===== src/rtl/smsd_mem.sv =====
// ----------------------------------------------------------------------------
// smsd_mem
// Single write port, single read port memory with registered read data.
// ----------------------------------------------------------------------------
module smsd_mem #(
   parameter int DEPTH  = 256,
   parameter int WIDTH  = 16,
   parameter int ADDR_W = 8
) (
   input  logic              clock,
   input  logic              wr_en,
   input  logic [ADDR_W-1:0] wr_addr,
   input  logic [WIDTH-1:0]  wr_data,
   input  logic [ADDR_W-1:0] rd_addr,
   output logic [WIDTH-1:0]  rd_data
);

   logic [WIDTH-1:0] mem_ff [DEPTH];
   logic [WIDTH-1:0] rd_data_ff;

   always_ff @(posedge clock) begin
      if (wr_en) begin
         mem_ff[wr_addr] <= wr_data;
      end
      rd_data_ff <= mem_ff[rd_addr];
   end

   assign rd_data = rd_data_ff;

endmodule


===== config.mk =====
export PLATFORM = sky130hd
export DESIGN_NAME = smsd_mem
export DESIGN_NICKNAME = d
export VERILOG_FILES = /design/src/rtl/smsd_mem.sv
export SDC_FILE = /design/constraint.sdc
export NUM_CORES = 2
export LEC_CHECK = 0
export ABC_AREA = 1
export BUFFER_PORTS_ARGS = -buffer_cell sky130_fd_sc_hd__buf_2
export CAP_MARGIN = 20
export CORE_ASPECT_RATIO = 1.4
export CORE_MARGIN = 2
export CORE_UTILIZATION = 35
export CTS_BUF_LIST = sky130_fd_sc_hd__clkbuf_16
export DETAILED_ROUTE_END_ITERATION = 7
export GPL_TIMING_DRIVEN = 1
export PLACE_DENSITY = 0.51
export SLEW_MARGIN = 20
export SYNTH_ARGS = -nofsm -noshare
export SYNTH_HDL_FRONTEND = slang
export SYNTH_SLANG_ARGS = --single-unit
export TNS_END_PERCENT = 30

===== constraint.sdc =====
create_clock -name clock -period 1.84 [get_ports clock]
set_input_delay 0 -clock clock [delete_from_list [all_inputs] [get_ports clock]]
set_output_delay 0 -clock clock [all_outputs]
set_load 0.01 [all_outputs]

After elaboration in Yosys (flattened, before gate mapping)

Memories as Yosys holds them, arrays and structs flattened. A register that Yosys moved wholly into a read port is not among the register bits.
Cells that the tools add are included.

Multiplexer cells: 2

Operator list:

| cell             | count |
|---|---|
| 2-to-1 mux 1 bit | 2 |

Memory bits (writable): 4096
Register bits after elaboration: 0
Bits of input ports: 34
Memories: 1
Output and inout bits: 16

Memories:

| name   | depth | width | rd ports | clocked after memory_dff | wr ports | RTL line | RTL |
|---|---|---|---|---|---|---|---|
| mem_ff | 256   | 16    | 1        | 1                        | 1        | 18       | `logic [WIDTH-1:0] mem_ff [DEPTH];` |

Depth between registers and ports, before layout

Word-level depth: 2
Depth in mapped cells: 15
Depth with buffers taken out: 11

Least setup slack after synthesis

OpenSTA, ideal clock, no wires.

Path kind: in2reg
Start point: input port wr_en
End point: memory mem_ff[164][0] (enable)
Arrival: 1452 ps
Stages: 4
Path slack: 0 ps
Cell sequence: clkbuf_1 nand3_1 clkbuf_1 nor2_1

Cells in the longest elaborated chain, start to end: 2

RTL lines:

| element                                | RTL line | RTL |
|---|---|---|
| from (decl)                            | 11       | `input logic wr_en,` |
| 2-to-1 mux 1 bit                       | 22       | `if (wr_en) begin` |
| 2-to-1 mux 1 bit (implied by the code) | 23       | `mem_ff[wr_addr] <= wr_data;` |
| to (decl)                              | 18       |  |

No other way between the ends.

==> results.py <==
metrics = {
    "floorplan": {
        "num_rows": 299,
        "ios": 50,
        "chipHeight_um": 818,
        "initial_utilization_pct": 35.1,
        "dieArea_um2": 479000,
        "die_w_um": 586,
        "core_um2": 472000,
    },
    "cts": {
        "cts_tree": "built",
        "clk_latency_ps": 990,
        "clk_pin_slew_worst_paths_ps": 60,
        "clockBufferDepth": 4,
        "cts.sinks": 4112,
        "ctsHtreeMaxLevel": 5,
        "cts_made_buffers": 388,
        "cts-root-buf": "clkbuf_16",
    },
    "global_route": {
        "grt_util_met1_pct": 28.4,
        "grtUsageMet3_pct": 2.30,
        "grt_max_degree": 89,
        "gr-total-overflow": 0,
        "met2_usage_pct": 38.6,
        "antenna_found_initial": 19,
        "grt_pass1_wl_mm": 776,
        "grt-busiest-layer": "met2",
        "grt_pass1_vias": 107000,
        "track_usage_pct": 22.2,
    },
    "worst_hold_path": {
        "hold_class": "in2reg",
        "holdPathStages": 6,
        "min-delay-start": "rd_addr[6]",
        "hold_end": "rd_data[1]",
    },
    "placed_design": {
        "portBuffers": 49,
        "gp_congestion": 0.859,
        "place_hpwl_mm": 347,
        "place_ws_ps": -1350,
        "placedCellCount": 20300,
    },
    "drt": {
        "drc": 0,
        "wl_mm": 542,
        "ant_nets": 0,
        "firstDrtPassIters": 7,
        "wire_per_inst_um": 25.7,
        "via_count": 110000,
        "initialDrtViolationCount": 10400,
        "via_per_inst": 5.24,
    },
    "logic_synthesis": {
        "synth_compound_area_share_pct": 0,
        "synth_top_family_by_area": "simple AND/OR/NAND/NOR gates",
        "synth_fp_nets": 13700,
        "synthXorXnorAreaFrac_pct": 0,
        "synthSimpleGateAreaFrac_pct": 22.4,
        "synth_area_um2": 166000,
        "synthMuxAreaShare_pct": 0,
        "postSynthAreaPerCell_um2": 12.2,
        "ys_ff_latch": 4112,
        "netlist-cell-type-count": 15,
        "synth_top_area_share_pct": 74.2,
        "synthCells": 13600,
        "synth.largest_area_cell": "edfxtp_1",
        "ys_top_cells_by_area": "edfxtp_1, nand3_1, nand2_1",
        "ys_warn_count": 0,
        "synth-adder-area-share_pct": 0,
        "yosysSeqAreaShare_pct": 74.4,
    },
    "setup_path": {
        "start_kind": "flip-flop",
        "critPathKind": "reg2reg",
        "cp-end-kind": "flip-flop",
        "crit_required_ps": 2730,
        "reg2reg_depth": 11,
        "crit_path_max_fanout": 1,
        "critPathArrivalTime_ps": 2730,
        "r2r-end": "rd_data[2]",
        "r2r_setup_slack_ps": -2,
        "timing.rr.start": "mem_ff[79][2]",
    },
    "timing": {
        "setup_violations": 1,
        "hold_viol": 0,
        "skew_ps": 61.6,
        "setup_ws_ps": -1.93,
        "slew_headroom_pct": 46.2,
        "whs_ps": 34.3,
        "timing.setup.tns_ps": -1.93,
        "max_freq_mhz": 543,
        "min_period_ps": 1840,
        "grt_setup_unrepaired": "true",
        "worst_pin_slew_ps": 805,
        "drv_slew": 0,
        "fin_crit_sh_pct": 100,
    },
    "outcome": {
        "violations": "setup timing",
        "status": "complete, but fails checks",
    },
    "finish": {
        "fin_cells": 21100,
        "drive_gt1_share_pct": 14.4,
        "syn_to_final_growth_pct": 19.9,
        "fin_nets": 14500,
    },
    "pwr": {
        "powerDensity_nw_per_um2": 994,
        "p_leak_nw": 70.3,
        "peakVddDrop_v": 0.000800,
    },
    "run": {
        "maxCapViolCount": 0,
    },
}
==> critical path: stages (launching register included) <==
cell	delay, ps
edfxtp_1	360
nand2_1	80
nand3_1	80
nand3_1	220
nand3_2	170
nand3_1	140
nand3_1	140
nand3_4	170
nand2_1	100
nand2_1	120
buf_12	130
nand2_1	40
==> stage by stage <==
step / util, % / cell area [um^2] / power (mW)
2_1_floorplan: - / 166000 / 112
3_3_place_gp: 39.1 / 185000 / 120
3_5_place_dp: 39.1 / 185000 / 120
4_1_cts: 41.9 / 198000 / 199
5_1_grt: 42.0 / 199000 / 203
6_report: 42.0 / 199000 / 197
==> how the worst max path moves through the flow <==
stage,slack [ps],to,from
after floorplan,-0.4,mem_ff[164][0],wr_en
after global placement,-1360,rd_data[8],rd_addr[0]
after detailed placement,-1350,rd_data[8],rd_addr[0]
after CTS,-140,rd_data[10],mem_ff[97][10]
after global routing,-20,rd_data[5],mem_ff[52][5]
final,-2,rd_data[2],mem_ff[79][2]
==> cell usage after synthesis <==
cell type	instances
nand2_1	4211
inv_4	2
dfxtp_1	16
buf_8	1
buf_1	70
nor2_1	283
buf_12	1
buf_6	53
edfxtp_1	4096
buf_4	163
clkbuf_1	154
buf_2	495
inv_2	2
inv_1	35
nand3_1	4035
==> registers in the layout, summed over array words and instances, names as in the netlist <==
name,flops
mem_ff,4096
rd_data,16
==> repair_timing <==
item,in CTS,in global routing
pin swaps,1,10
setup endpoints to repair,19,16
setup buffers,0,0
hold endpoints to repair,5478,0
resized for setup,126,110
hold buffers,36,0
==> cell usage in the layout (no fill, tap or decap) <==
cell / count
buf_2: 27
dfxtp_1: 13
dfxtp_4: 1
nor2_1: 242
buf_8: 19
inv_6: 8
clkinv_2: 65
edfxtp_1: 4096
buf_4: 802
nand2_1: 4182
inv_8: 3
clkinv_4: 3
nand2_4: 1
inv_16: 3
buf_6: 4
nand3_4: 36
buf_12: 490
clkinvlp_4: 18
dfxtp_2: 2
nand2_2: 28
bufinv_16: 31
clkinv_8: 1
dlygate4sd3_1: 35
nand3_2: 143
inv_1: 129
nand3_1: 3856
nor2_2: 41
diode_2: 9
clkinv_1: 74
clkbuf_16: 400
==> power breakdown <==
part           switching [mW]  leakage, nW  internal [mW]  total, mW
combinational            10.5         27.0           4.56       15.0
clock                    35.4         6.31           43.6       79.0
sequential              0.165         36.9            103        103
==> per-layer routing <==
| metal | vias to the layer above | routed length, um |
|---|---|---|
| met3 | 790 | 28700 |
| met1 | 55900 | 219000 |
| li1 | 50300 | - |
| met5 | - | 25 |
| met2 | 3505 | 272000 |
| met4 | 4 | 22700 |
==> area by class of cell <==
type	count	area (um^2)
Tap cell	6321	7910
Clock buffer	400	10000
Multi-Input combinational cell	8529	38400
Sequential cell	4112	123000
Timing Repair Buffer	1377	16600
Inverter	39	200
Antenna cell	9	22.5
Fill cell	43800	274000
Clock inverter	296	2160
==> cells by family (layout without fill, tap and decap cells) <==
kind of cell / after synthesis / after routing
other cells: 0 / 9
flops: 4112 / 4112
buf+inv: 976 / 2112
simple gates: 8529 / 8529
No activity file was read; power rests on OpenSTA's default activity.
